File: config.mk
export PLATFORM = sky130hd
export DESIGN_NAME = first_fit_page_allocator
export DESIGN_NICKNAME = d
export VERILOG_FILES = /design/src/design/ffpa_pkg.sv /design/src/design/ffpa_ctrl.sv /design/src/design/ffpa_dp.sv /design/src/design/first_fit_page_allocator.sv
export VERILOG_INCLUDE_DIRS = /design/src /design/src/design
export SDC_FILE = /design/constraint.sdc
export NUM_CORES = 2
export LEC_CHECK = 0
export BUFFER_PORTS_ARGS = -buffer_cell sky130_fd_sc_hd__buf_2
export CAP_MARGIN = 20
export CORE_MARGIN = 4
export CORE_UTILIZATION = 45
export CTS_CLUSTER_DIAMETER = 60
export DETAILED_ROUTE_END_ITERATION = 8
export SLEW_MARGIN = 0
export SYNTH_ARGS = -nofsm -noshare
export SYNTH_HDL_FRONTEND = slang
export SYNTH_SLANG_ARGS = --single-unit
File: constraint.sdc
create_clock -name clk -period 60.2 [get_ports clk]
set_clock_uncertainty 0.2 [all_clocks]
set_input_delay 3.01 -clock clk [delete_from_list [all_inputs] [get_ports clk]]
set_output_delay 3.01 -clock clk [all_outputs]
set_load 0.02 [all_outputs]
File: src/design/first_fit_page_allocator_defines.svh
// Assertion macros for the first-fit page allocator.
// Used by the top level; the asserting module supplies clk and rst.
`ifndef FIRST_FIT_PAGE_ALLOCATOR_DEFINES_SVH
`define FIRST_FIT_PAGE_ALLOCATOR_DEFINES_SVH

// same-cycle implication
`define FFPA_ASSERT_NOW(lbl, ante, cons, msg) \
  lbl: assert property (@(posedge clk) disable iff (rst) (ante) |-> (cons)) \
    else $error(msg);

// next-cycle implication
`define FFPA_ASSERT_NEXT(lbl, ante, cons, msg) \
  lbl: assert property (@(posedge clk) disable iff (rst) (ante) |=> (cons)) \
    else $error(msg);

`endif

File: src/design/ffpa_pkg.sv
// Shared types and constants of the first-fit page allocator.
// No dependencies; imported by the controller, datapath and top level.
package ffpa_pkg;

  localparam int BASE_W  = 20;
  localparam int COUNT_W = 11;
  localparam int ADDR_W  = 32;

  localparam logic CMD_ALLOC = 1'b0;
  localparam logic CMD_FREE  = 1'b1;

  localparam logic REG_BASE  = 1'b0;
  localparam logic REG_COUNT = 1'b1;

  typedef logic [1:0] flags_t;
  localparam flags_t FLAG_FREE  = 2'b00;
  localparam flags_t FLAG_TAKEN = 2'b01;
  localparam flags_t FLAG_LAST  = 2'b10;

  typedef enum logic [1:0] {
    ST_DONE    = 2'd0,
    ST_NOROOM  = 2'd1,
    ST_INVALID = 2'd2
  } status_t;

  typedef enum logic [2:0] {
    S_CLEAR,
    S_IDLE,
    S_A_CHK,
    S_A_SCAN,
    S_A_MARK,
    S_F_CHK,
    S_F_EVAL,
    S_F_WALK
  } state_t;

  typedef enum logic [2:0] {
    PTR_HOLD,
    PTR_ZERO,
    PTR_INC,
    PTR_ISSUE,
    PTR_FIRST,
    PTR_IDX
  } ptr_op_t;

  typedef enum logic [1:0] {
    WR_NONE,
    WR_CLEAR,
    WR_MARK,
    WR_WALK
  } wr_sel_t;

  typedef struct packed {
    logic    load;
    ptr_op_t ptr_op;
    wr_sel_t wr_sel;
    logic    finish;
    status_t fin_status;
    logic    fin_alloc;
  } ctl_t;

  typedef struct packed {
    logic want_zero;
    logic want_big;
    logic found;
    logic scan_end;
    logic walk_stop;
    logic mark_last;
    logic clr_last;
    logic free_bad;
  } dp_stat_t;

endpackage

File: src/design/ffpa_ctrl.sv
// Controller state machine of the first-fit page allocator.
// Depends on ffpa_pkg; drives the datapath through ctl_t, reads dp_stat_t.
module ffpa_ctrl import ffpa_pkg::*; (
  input  logic     clk,
  input  logic     rst,
  input  logic     start,
  input  logic     op,
  input  dp_stat_t stat,
  output ctl_t     ctl,
  output logic     busy
);

  state_t state, state_next;

  always_ff @(posedge clk) begin
    if (rst) begin
      state <= S_CLEAR;
    end else begin
      state <= state_next;
    end
  end

  always_comb begin
    state_next = state;
    case (state)
      S_CLEAR: begin
        if (stat.clr_last) state_next = S_IDLE;
      end
      S_IDLE: begin
        if (start) state_next = (op == CMD_FREE) ? S_F_CHK : S_A_CHK;
      end
      S_A_CHK: begin
        state_next = (stat.want_zero || stat.want_big) ? S_IDLE : S_A_SCAN;
      end
      S_A_SCAN: begin
        if (stat.found) state_next = S_A_MARK;
        else if (stat.scan_end) state_next = S_IDLE;
      end
      S_A_MARK: begin
        if (stat.mark_last) state_next = S_IDLE;
      end
      S_F_CHK: begin
        state_next = S_F_EVAL;
      end
      S_F_EVAL: begin
        state_next = stat.free_bad ? S_IDLE : S_F_WALK;
      end
      S_F_WALK: begin
        if (stat.walk_stop || stat.scan_end) state_next = S_IDLE;
      end
      default: begin
        state_next = S_IDLE;
      end
    endcase
  end

  always_comb begin
    ctl.load       = 1'b0;
    ctl.ptr_op     = PTR_HOLD;
    ctl.wr_sel     = WR_NONE;
    ctl.finish     = 1'b0;
    ctl.fin_status = ST_DONE;
    ctl.fin_alloc  = 1'b0;
    case (state)
      S_CLEAR: begin
        ctl.ptr_op = PTR_INC;
        ctl.wr_sel = WR_CLEAR;
      end
      S_IDLE: begin
        ctl.load   = start;
        ctl.ptr_op = PTR_ZERO;
      end
      S_A_CHK: begin
        if (stat.want_zero) begin
          ctl.finish     = 1'b1;
          ctl.fin_status = ST_INVALID;
        end else if (stat.want_big) begin
          ctl.finish     = 1'b1;
          ctl.fin_status = ST_NOROOM;
        end
      end
      S_A_SCAN: begin
        ctl.ptr_op = stat.found ? PTR_FIRST : PTR_ISSUE;
        if (!stat.found && stat.scan_end) begin
          ctl.finish     = 1'b1;
          ctl.fin_status = ST_NOROOM;
        end
      end
      S_A_MARK: begin
        ctl.ptr_op = PTR_INC;
        ctl.wr_sel = WR_MARK;
        if (stat.mark_last) begin
          ctl.finish    = 1'b1;
          ctl.fin_alloc = 1'b1;
        end
      end
      S_F_CHK: begin
        ctl.ptr_op = PTR_HOLD;
      end
      S_F_EVAL: begin
        if (stat.free_bad) begin
          ctl.finish     = 1'b1;
          ctl.fin_status = ST_INVALID;
        end else begin
          ctl.ptr_op = PTR_IDX;
        end
      end
      S_F_WALK: begin
        ctl.ptr_op = PTR_ISSUE;
        ctl.wr_sel = WR_WALK;
        ctl.finish = stat.walk_stop || stat.scan_end;
      end
      default: begin
        ctl.ptr_op = PTR_HOLD;
      end
    endcase
  end

  assign busy = (state != S_IDLE);

endmodule

File: src/design/ffpa_dp.sv
// Datapath of the first-fit page allocator: page flag memory, scan pointer,
// run counter, address checks and result registers. Depends on ffpa_pkg.
module ffpa_dp import ffpa_pkg::*; #(
  parameter int MAX_PAGES  = 1024,
  parameter int PAGE_SHIFT = 12
) (
  input  logic               clk,
  input  logic               rst,
  input  logic               wr_en,
  input  logic               wr_index,
  input  logic [BASE_W-1:0]  wr_data,
  input  logic [COUNT_W-1:0] pages_wanted,
  input  logic [ADDR_W-1:0]  free_address,
  input  ctl_t               ctl,
  output dp_stat_t           stat,
  output logic               done,
  output logic [ADDR_W-1:0]  block_address,
  output logic [1:0]         status
);

  localparam int IW = $clog2(MAX_PAGES);
  localparam int CW = $clog2(MAX_PAGES + 1);
  localparam int NW = (CW > COUNT_W) ? CW : COUNT_W;
  localparam int AW = ((BASE_W + PAGE_SHIFT > ADDR_W) ? BASE_W + PAGE_SHIFT : ADDR_W) + 1;
  localparam int SW = ((CW > BASE_W) ? CW : BASE_W) + 1;

  logic [BASE_W-1:0]  base_page;
  logic [COUNT_W-1:0] page_count;
  logic [CW-1:0]      count_c;

  logic [COUNT_W-1:0] want_r;
  logic [ADDR_W-1:0]  addr_r;
  logic [AW-1:0]      lo_c;
  logic [AW-1:0]      hi_r;
  logic [AW-1:0]      diff_r;

  flags_t             mem [MAX_PAGES];
  flags_t             rd_data;
  logic [CW-1:0]      rd_idx;
  logic               rd_vld;
  logic [CW-1:0]      ptr;
  logic [CW-1:0]      end_r;
  logic [CW-1:0]      first_r;
  logic [CW-1:0]      first_c;
  logic [CW-1:0]      run;
  logic               issue;
  logic               taken;
  logic               last;

  logic               we;
  logic [IW-1:0]      waddr;
  flags_t             wdata;

  logic [SW-1:0]      page_sum;
  logic [ADDR_W-1:0]  alloc_addr;

  assign count_c = (NW'(page_count) < NW'(MAX_PAGES)) ? CW'(page_count) : CW'(MAX_PAGES);
  assign issue   = (ptr < count_c);
  assign taken   = |(rd_data & FLAG_TAKEN);
  assign last    = |(rd_data & FLAG_LAST);
  assign first_c = CW'(NW'(rd_idx) + NW'(1) - NW'(want_r));
  assign lo_c    = AW'(base_page) << PAGE_SHIFT;

  assign page_sum   = SW'(base_page) + SW'(first_r);
  assign alloc_addr = ADDR_W'({page_sum, {PAGE_SHIFT{1'b0}}});

  assign stat.want_zero = (want_r == '0);
  assign stat.want_big  = (NW'(want_r) > NW'(count_c));
  assign stat.found     = rd_vld && !taken && ((NW'(run) + NW'(1)) == NW'(want_r));
  assign stat.scan_end  = !rd_vld && !issue;
  assign stat.walk_stop = rd_vld && (!taken || last);
  assign stat.mark_last = (ptr == end_r);
  assign stat.clr_last  = (ptr == CW'(MAX_PAGES - 1));
  assign stat.free_bad  = (addr_r == '0) || diff_r[AW-1] || (AW'(addr_r) >= hi_r);

  always_comb begin
    we    = 1'b0;
    waddr = ptr[IW-1:0];
    wdata = FLAG_FREE;
    case (ctl.wr_sel)
      WR_CLEAR: begin
        we = 1'b1;
      end
      WR_MARK: begin
        we    = 1'b1;
        wdata = (ptr == end_r) ? (FLAG_TAKEN | FLAG_LAST) : FLAG_TAKEN;
      end
      WR_WALK: begin
        we    = rd_vld && taken;
        waddr = rd_idx[IW-1:0];
      end
      default: begin
        we = 1'b0;
      end
    endcase
  end

  always_ff @(posedge clk) begin
    if (we) mem[waddr] <= wdata;
    if ((ctl.ptr_op == PTR_ISSUE) && issue) rd_data <= mem[ptr[IW-1:0]];
  end

  always_ff @(posedge clk) begin
    if (rst) begin
      base_page  <= '0;
      page_count <= '0;
      ptr        <= '0;
      rd_vld     <= 1'b0;
      run        <= '0;
      done       <= 1'b0;
    end else begin
      if (wr_en && (wr_index == REG_BASE)) base_page <= wr_data;
      if (wr_en && (wr_index == REG_COUNT)) page_count <= wr_data[COUNT_W-1:0];
      rd_vld <= (ctl.ptr_op == PTR_ISSUE) && issue;
      done   <= ctl.finish;
      case (ctl.ptr_op)
        PTR_ZERO:  ptr <= '0;
        PTR_INC:   ptr <= ptr + CW'(1);
        PTR_ISSUE: if (issue) ptr <= ptr + CW'(1);
        PTR_FIRST: ptr <= first_c;
        PTR_IDX:   ptr <= diff_r[PAGE_SHIFT +: CW];
        default:   ptr <= ptr;
      endcase
      if (ctl.ptr_op == PTR_ZERO) begin
        run <= '0;
      end else if ((ctl.ptr_op == PTR_ISSUE) && rd_vld) begin
        run <= taken ? '0 : run + CW'(1);
      end
    end
  end

  always_ff @(posedge clk) begin
    if (ctl.load) begin
      want_r <= pages_wanted;
      addr_r <= free_address;
    end
    hi_r   <= lo_c + (AW'(count_c) << PAGE_SHIFT);
    diff_r <= AW'(addr_r) - lo_c;
    if ((ctl.ptr_op == PTR_ISSUE) && issue) rd_idx <= ptr;
    if (ctl.ptr_op == PTR_FIRST) begin
      end_r   <= rd_idx;
      first_r <= first_c;
    end
    if (ctl.finish) begin
      block_address <= ctl.fin_alloc ? alloc_addr : '0;
      status        <= ctl.fin_status;
    end
  end

endmodule

File: src/design/first_fit_page_allocator.sv
// Allocate: a first-fit scan of the pages in use, then marking of the found run, up to the
// done strobe; a failed scan reports no room. Free: the taken pages of the block are cleared
// until the walk meets a free page, a page flagged last or the table end; rejects end early.
// One flag memory read and one write per cycle; one word at a time.
// Reset: synchronous; a clearing pass over all MAX_PAGES pages runs with busy high.
// The done strobe lasts one cycle and cannot be stalled by the receiver.
`include "first_fit_page_allocator_defines.svh"
module first_fit_page_allocator import ffpa_pkg::*; #(
  parameter int MAX_PAGES  = 1024,
  parameter int PAGE_SHIFT = 12
) (
  input  logic               clk,
  input  logic               rst,
  input  logic               wr_en,
  input  logic               wr_index,
  input  logic [BASE_W-1:0]  wr_data,
  input  logic               start,
  output logic               busy,
  input  logic               cmd,
  input  logic [COUNT_W-1:0] pages_wanted,
  input  logic [ADDR_W-1:0]  free_address,
  output logic               done,
  output logic [ADDR_W-1:0]  block_address,
  output logic [1:0]         status
);

  ctl_t     ctl;
  dp_stat_t stat;

  ffpa_ctrl u_ctrl (
    .clk   (clk),
    .rst   (rst),
    .start (start),
    .op    (cmd),
    .stat  (stat),
    .ctl   (ctl),
    .busy  (busy)
  );

  ffpa_dp #(
    .MAX_PAGES  (MAX_PAGES),
    .PAGE_SHIFT (PAGE_SHIFT)
  ) u_dp (
    .clk           (clk),
    .rst           (rst),
    .wr_en         (wr_en),
    .wr_index      (wr_index),
    .wr_data       (wr_data),
    .pages_wanted  (pages_wanted),
    .free_address  (free_address),
    .ctl           (ctl),
    .stat          (stat),
    .done          (done),
    .block_address (block_address),
    .status        (status)
  );

  `FFPA_ASSERT_NOW(a_done_after_busy, done, $past(busy), "result without a request in flight")
  `FFPA_ASSERT_NEXT(a_accept_busy, start && !busy, busy, "accepted word did not raise busy")
  `FFPA_ASSERT_NOW(a_fail_zero_addr, done && (status != ST_DONE), block_address == '0, "failed result carries an address")
  `FFPA_ASSERT_NOW(a_status_code, done, (status == ST_DONE) || (status == ST_NOROOM) || (status == ST_INVALID), "bad status code")

endmodule
# Yosys cells after proc, flatten, opt, wreduce, memory -nomap -nowiden
# Memories as Yosys holds them, arrays and structs flattened. A register that Yosys moved wholly into a read port is not among the register bits.
# Index checks and enable logic that the tools add are counted.
[totals]
ramBits = 2048
wordCells = 116
memories = 1
register_bits = 234
output_inout_bits = 36
[classes]
muxes = 33
bitwise_logic = 1
n_addsub = 7
reduce_logical = 28
n_lt_le_gt_ge = 4
n_eq_ne = 25
[memory_table]
columns = ["name", "depth", "width", "read_ports", "rd_clocked_by_memory_dff", "wr", "line_no", "rtl"]
rows = [
  ["u_dp.mem", 1024, 2, 1, 1, 1, "ffpa_dp.sv:37", "flags_t mem [MAX_PAGES];"],
]
[ops]
columns = ["cell", "count"]
rows = [
  ["case mux 11 bit (5 select lines)", 1],
  ["2-to-1 mux 3 bit", 14],
  ["adder 11 x 1 -> 11 bit, second input constant", 3],
  ["adder 32 x 23 -> 33 bit", 1],
  [">= comparator 32 x 33 -> 1 bit", 1],
  ["2-to-1 mux 11 bit", 3],
  ["subtractor 32 x 32 -> 33 bit", 1],
  ["zero test 32 bit", 1],
  ["case mux 3 bit (8 select lines)", 1],
  ["== test 11 bit", 2],
  ["adder 20 x 11 -> 20 bit", 1],
  ["== test 3 bit, second input constant", 6],
  ["case mux 3 bit (5 select lines)", 1],
  ["== test 3 x 2 -> 1 bit, second input constant", 4],
  ["case mux 2 bit (3 select lines)", 2],
  ["== test 11 x 10 -> 1 bit, second input constant", 1],
  ["greater-than comparator 11 bit", 1],
  ["zero test 11 bit", 1],
  ["< comparator 11 bit", 1],
  ["< comparator 11 bit, second input constant", 1],
  ["subtractor 11 bit", 1],
  ["logical AND 1 bit", 10],
  ["2-to-1 mux 10 bit", 1],
  ["== test 3 x 1 -> 1 bit, second input constant", 2],
  ["other kinds (17)", 37],
]

# Longest topological paths before layout
[depth]
word_depth = 8
mapped_depth = 16
ltp_nobuf = 16

# By module
# Synthesis repeated with hierarchy kept, for this count alone.
[hier_totals]
hier_cells = 5912
area_unflattened_um2 = 95054.9
[modules_own_cells]
columns = ["module", "cells_per_inst", "area_each_um2", "n_inst", "seq_area_each_um2"]
rows = [
  ["ffpa_dp", 5853, 94617.0, 1, 66263.6],
  ["ffpa_ctrl", 59, 437.9, 1, 60.1],
]

# Worst setup path before layout
# Ideal clock, no wire load.
[synth_path]
kind = "register to register"
startpoint = "reg u_ctrl.state[0]"
endpoint = "mem u_dp.mem[0][1] (netlist bit), data pin"
synth_period_minus_slack_ns = 44.037
path_buffers = 3
slack_ns = 16.163
path_stages_with_launch = 10
setup_time_ns = 4.964
t_arrival_ns = 38.873
path_cell_list = "dfxtp_1 -> buf_2 -> nand2_1 -> nor2_1 -> clkbuf_1 -> buf_1 -> nor2_1 -> ha_1 -> inv_1 -> nor2_1"
[synth_between]
elab_chain_cells = 4
[synth_lines]
columns = ["element", "line_no", "rtl"]
rows = [
  ["from (decl)", "ffpa_ctrl.sv:13", "state_t state, state_next;"],
  ["from (signal assigned)", "ffpa_ctrl.sv:19", "state <= state_next;"],
  ["== test 3 bit or zero test 3 bit (tied branches)", "ffpa_ctrl.sv:64", "case (state)"],
  ["case mux 2 bit (3 select lines) *", "ffpa_ctrl.sv:64", ""],
  ["== test 2 bit *", "ffpa_dp.sv:80", "case (ctl.wr_sel)"],
  ["2-to-1 mux 2 bit *", "ffpa_dp.sv:80", ""],
  ["named net u_dp.wdata[1]", "ffpa_dp.sv:52", "flags_t wdata;"],
  ["to (decl)", "ffpa_dp.sv:37", ""],
]
# The timed path passes the listed nets; every way through them passes the cells marked *.

# Worst setup path after layout
[layout_path]
startpoint = "reg u_dp.ptr[1]"
endpoint = "mem u_dp.mem[772][1] (netlist bit), data pin"
[layout_between]
elab_chain_cells = 3
[layout_lines]
columns = ["element", "line_no", "rtl"]
rows = [
  ["from (decl)", "ffpa_dp.sv:41", "logic [CW-1:0] ptr;"],
  ["from (signal assigned)", "ffpa_dp.sv:118", "PTR_INC: ptr <= ptr + CW'(1);"],
  ["from (signal assigned)", "ffpa_dp.sv:119", "PTR_ISSUE: if (issue) ptr <= ptr + CW'(1);"],
  ["from (signal assigned)", "ffpa_dp.sv:120", "PTR_FIRST: ptr <= first_c;"],
  ["== test 11 bit", "ffpa_dp.sv:86", "wdata = (ptr == end_r) ? (FLAG_TAKEN | FLAG_LAST) : FLAG_TAKEN;"],
  ["2-to-1 mux 2 bit", "ffpa_dp.sv:86", ""],
  ["2-to-1 mux 2 bit", "ffpa_dp.sv:80", ""],
  ["named net u_dp.wdata[1]", "ffpa_dp.sv:52", ""],
]
# The timed path passes the listed nets, and every way through them passes these cells.

==> impl_metrics.csv <==
group,metric,value,unit
detailed_routing,wl,278000,µm
clock_tree,hold_buffers,0,
power_and_ir_drop,p_leak,0.0297,µW
clock_tree,numCtsBuffers,221,
global_routing,grt_start_max_net_pins,253,
worst_setup_path,crit_required,60.55,ns
final_layout,fill_cells,17200,
yosys,synth.yosys.seq_area_share,70.3,%
power_and_ir_drop,powerDensity,30.6,mW/mm²
worst_setup_path,critPathArrivalTime,6.80,ns
clock_tree,ctsResizeCount,0,
worst_setup_path,ff2ff_setup_slack,53.75,ns
yosys,synth_top_area_share,68.4,%
detailed_routing,via_count,55100,
outcome,status,"finished, final reports clean",
yosys,ys_types,86,
die,core_area,0.208,mm²
detailed_routing,drcViolationCount,0,
run,max-cap-violations,0,
detailed_routing,viasPerCell,6.16,
timing,fin_hold_ws,0.255,ns
yosys,ys.warnings.count,0,
hold_path,min_path_cells,2,
hold_path,hold_class,"flip-flop to flip-flop",
final_layout,stdcell_area,0.105,mm²
clock_tree,cts_setup_buffers,0,
worst_setup_path,r2r_end,"u_dp.mem[772][1]$_DFFE_PP_",
final_layout,final_layout_size_suffix_gt1_share,18.5,%
timing,setup_viol,0,
detailed_routing,ant_nets,0,
placed_design,placed_cell_area,0.0978,mm²
final_layout,multi_input_area,0.0256,mm²
worst_setup_path,r2r_start,"u_dp.ptr[1]$_SDFFE_PP0P_",
worst_setup_path,worstSetupPathType,"flip-flop to flip-flop",
yosys,postSynth.asyncResetShare,0,%
worst_setup_path,critPathCaptureType,"flip-flop",
clock_tree,cts_root_buffer,"clkbuf_16",
timing,finalMaxSlewViolations,0,
timing,worst_slew_pin_slew,1.39,ns
global_routing,grt_pass1_vias,55000,
clock_tree,clk_latency,0.88,ns
timing,clock.fmax,155,MHz
global_routing,grt_pass1_wl,398000,µm
worst_setup_path,slowest_delay,0.96,ns
die,core.rowCount,167,
final_layout,area_growth,11.6,%
final_layout,layout.nets,6135,
clock_tree,tritoncts,"done",
worst_setup_path,crit_top_cell,"buf_4",
die,dieHeight,466,µm
final_layout,final-seq-area,0.0663,mm²
worst_setup_path,cp_slowest_cell,"buf_4",
yosys,ys_top_cells_by_area,"edfxtp_1 (68%), mux4_2 (11%), nor2_1 (4.5%)",
global_routing,grt_overflow,0,
yosys,syn-cell-area,0.0943,mm²
die,die_x,466,µm
timing,min_period,6.45,ns
clock_tree,cts_sinks,2239,
timing,period_share,10.7,%
timing,hold_viol_final,0,
worst_setup_path,crit_chain,"buf_4 -> xor2_1 -> nor4_1 -> nand3_1 -> nor2_4 -> buf_12 -> buf_12 -> buf_4 -> buf_4",
timing,setup_tns,0,ns
yosys,synth_ff_type,"edfxtp_1",
placed_design,io_buffers,92,
hold_path,min_to,"u_dp.page_count[0]$_SDFFE_PP0P_",
timing,slew_headroom,7.49,%
clock_tree,htree_levels,4,
timing,rsz0062_at_grt,"false",
power_and_ir_drop,worst_ir_drop_vdd,0.0283,mV
global_routing,grt_usage,25.4,%
yosys,synth-seq-cells,2239,
detailed_routing,wire_per_inst,31.1,µm
clock_tree,clk_pin_slew_worst_paths,0.06,ns
yosys,yosysTopAreaCell,"edfxtp_1",
placed_design,gp_congestion,0.858,
worst_setup_path,cp-start-kind,"flip-flop",
placed_design,dp_hpwl,162000,µm
worst_setup_path,reg2reg_depth,9,
clock_tree,clockBufferDepth,3,
die,top_level_ports,105,
yosys,postSynthCellCount,5896,
die,dieArea,0.217,mm²
yosys,avgSynthCellArea,16.0,µm²
die,initial_core_util,45.4,%
detailed_routing,drtIter0Drc,7278,
hold_path,holdCritStartpoint,"u_dp.page_count[0]$_SDFFE_PP0P_",
worst_setup_path,startpoint,"u_dp.ptr[1]$_SDFFE_PP0P_",
worst_setup_path,critPathMaxFanout,252,
global_routing,antenna_found_initial,16,
yosys,synth_edf_count,2148,
detailed_routing,drt-pass1-iter-count,7,
[power by group]
group / leakage (µW) / switching (µW) / internal (µW) / total, µW
combinational: 0.00867 / 85.7 / 53.4 / 139
sequential: 0.0175 / 4.89 / 1680 / 1690
clock: 0.00357 / 607 / 792 / 1400
total: 0.0297 / 698 / 2530 / 3230
[cells in the mapped netlist, drive strengths merged (14+ instances only)]
library cell,n
a21o,25
or3,14
a21oi,169
a31oi,22
xor2,24
nand2b,22
o221ai,49
buf,193
ha,106
nor4,33
nor3,37
o21ai,82
nor2b,25
nand2,286
mux4,464
dfxtp,91
nor2,1144
xnor2,40
a221oi,22
mux2i,162
a22oi,67
o22ai,30
nand4,18
a211oi,24
edfxtp,2148
nand3,49
inv,104
o31ai,14
clkbuf,243
[state kept, by name (all words and copies together) (netlist names)]
| signal | cells |
|---|---|
| u_dp.mem | 2048 |
| u_dp.addr_r | 32 |
| u_dp.hi_r | 21 |
| u_dp.base_page | 20 |
| u_dp.block_address | 20 |
| u_dp.diff_r | 12 |
| u_dp.end_r | 11 |
| u_dp.first_r | 11 |
| u_dp.page_count | 11 |
| u_dp.ptr | 11 |
| u_dp.rd_idx | 11 |
| u_dp.run | 11 |
| u_dp.want_r | 11 |
| u_ctrl.state | 3 |
| u_dp.rd_data | 2 |
| u_dp.status | 2 |
| u_dp.done | 1 |
| u_dp.rd_vld | 1 |
[worst max-delay path by stage]
stage	slack, ns	endpoint
after floorplan	16.16	u_dp.mem[0][1]$_DFFE_PP_
after global placement	53.67	u_dp.mem[518][1]$_DFFE_PP_
after detailed placement	53.74	u_dp.mem[517][1]$_DFFE_PP_
after CTS	53.69	u_dp.mem[859][1]$_DFFE_PP_
after global routing	53.30	u_dp.mem[517][1]$_DFFE_PP_
final	53.75	u_dp.mem[772][1]$_DFFE_PP_
[kinds of logic after synthesis]
logic type                 Yosys count  share of synthesized area (%)
AOI/OAI and AO/OA                  619                           4.44
and+or+nand+nor                   1683                           7.33
buffers and inverters              542                           2.87
muxes                              638                           13.0
xor gates and xnor gates            64                          0.594
adders and majority gates          110                           1.49
other                                1                        0.00398
DFF                               2239                           70.3
[per-stage QoR]
stage	std cells	worst slack, ns	utilization, %	power, µW
after floorplan	5907	16.16	-	1820
after global placement	8501	53.67	46.9	1860
after detailed placement	8514	53.74	47.1	1860
after CTS	8932	53.69	50.6	3240
after global routing	8940	53.30	50.7	3320
final	8944	53.75	50.7	3230
[metal layers]
metal  track usage [%]  share of wire [%]
met5                 0              0.019
met4              10.1                4.3
met3              5.33                9.8
met2              39.6                 47
met1              35.2                 39
[critical path, delay by kind of cell, from the launching register on]
kind                      cells  cell delay (ns)
xor gates and xnor gates      1             0.17
buffers and inverters         5             3.86
DFF                           1             0.68
and+or+nand+nor               3             0.79
[layout make-up]
type | count | area share, %
timing repair buffer | 262 | 2.01
clock inverter | 142 | 1.43
sequential | 2239 | 63.0
inverter | 106 | 0.383
antenna | 5 | 0.0119
tap | 2788 | 3.31
clock buffer | 276 | 5.55
multi-input combinational | 3126 | 24.3
[layout by cell type, fill, tap and decap left out, types with 48 or more instances in the layout]
| cell | instances |
|---|---|
| edfxtp_1 | 2148 |
| nor2_1 | 1136 |
| mux4_2 | 458 |
| nand2_1 | 256 |
| clkbuf_16 | 222 |
| a21oi_1 | 169 |
| mux2i_1 | 162 |
| buf_4 | 143 |
| ha_1 | 105 |
| inv_1 | 101 |
| buf_2 | 93 |
| dfxtp_1 | 84 |
| o21ai_0 | 76 |
| a22oi_1 | 67 |
| o221ai_1 | 48 |
Note: power is estimated with default switching activity, not from simulation.
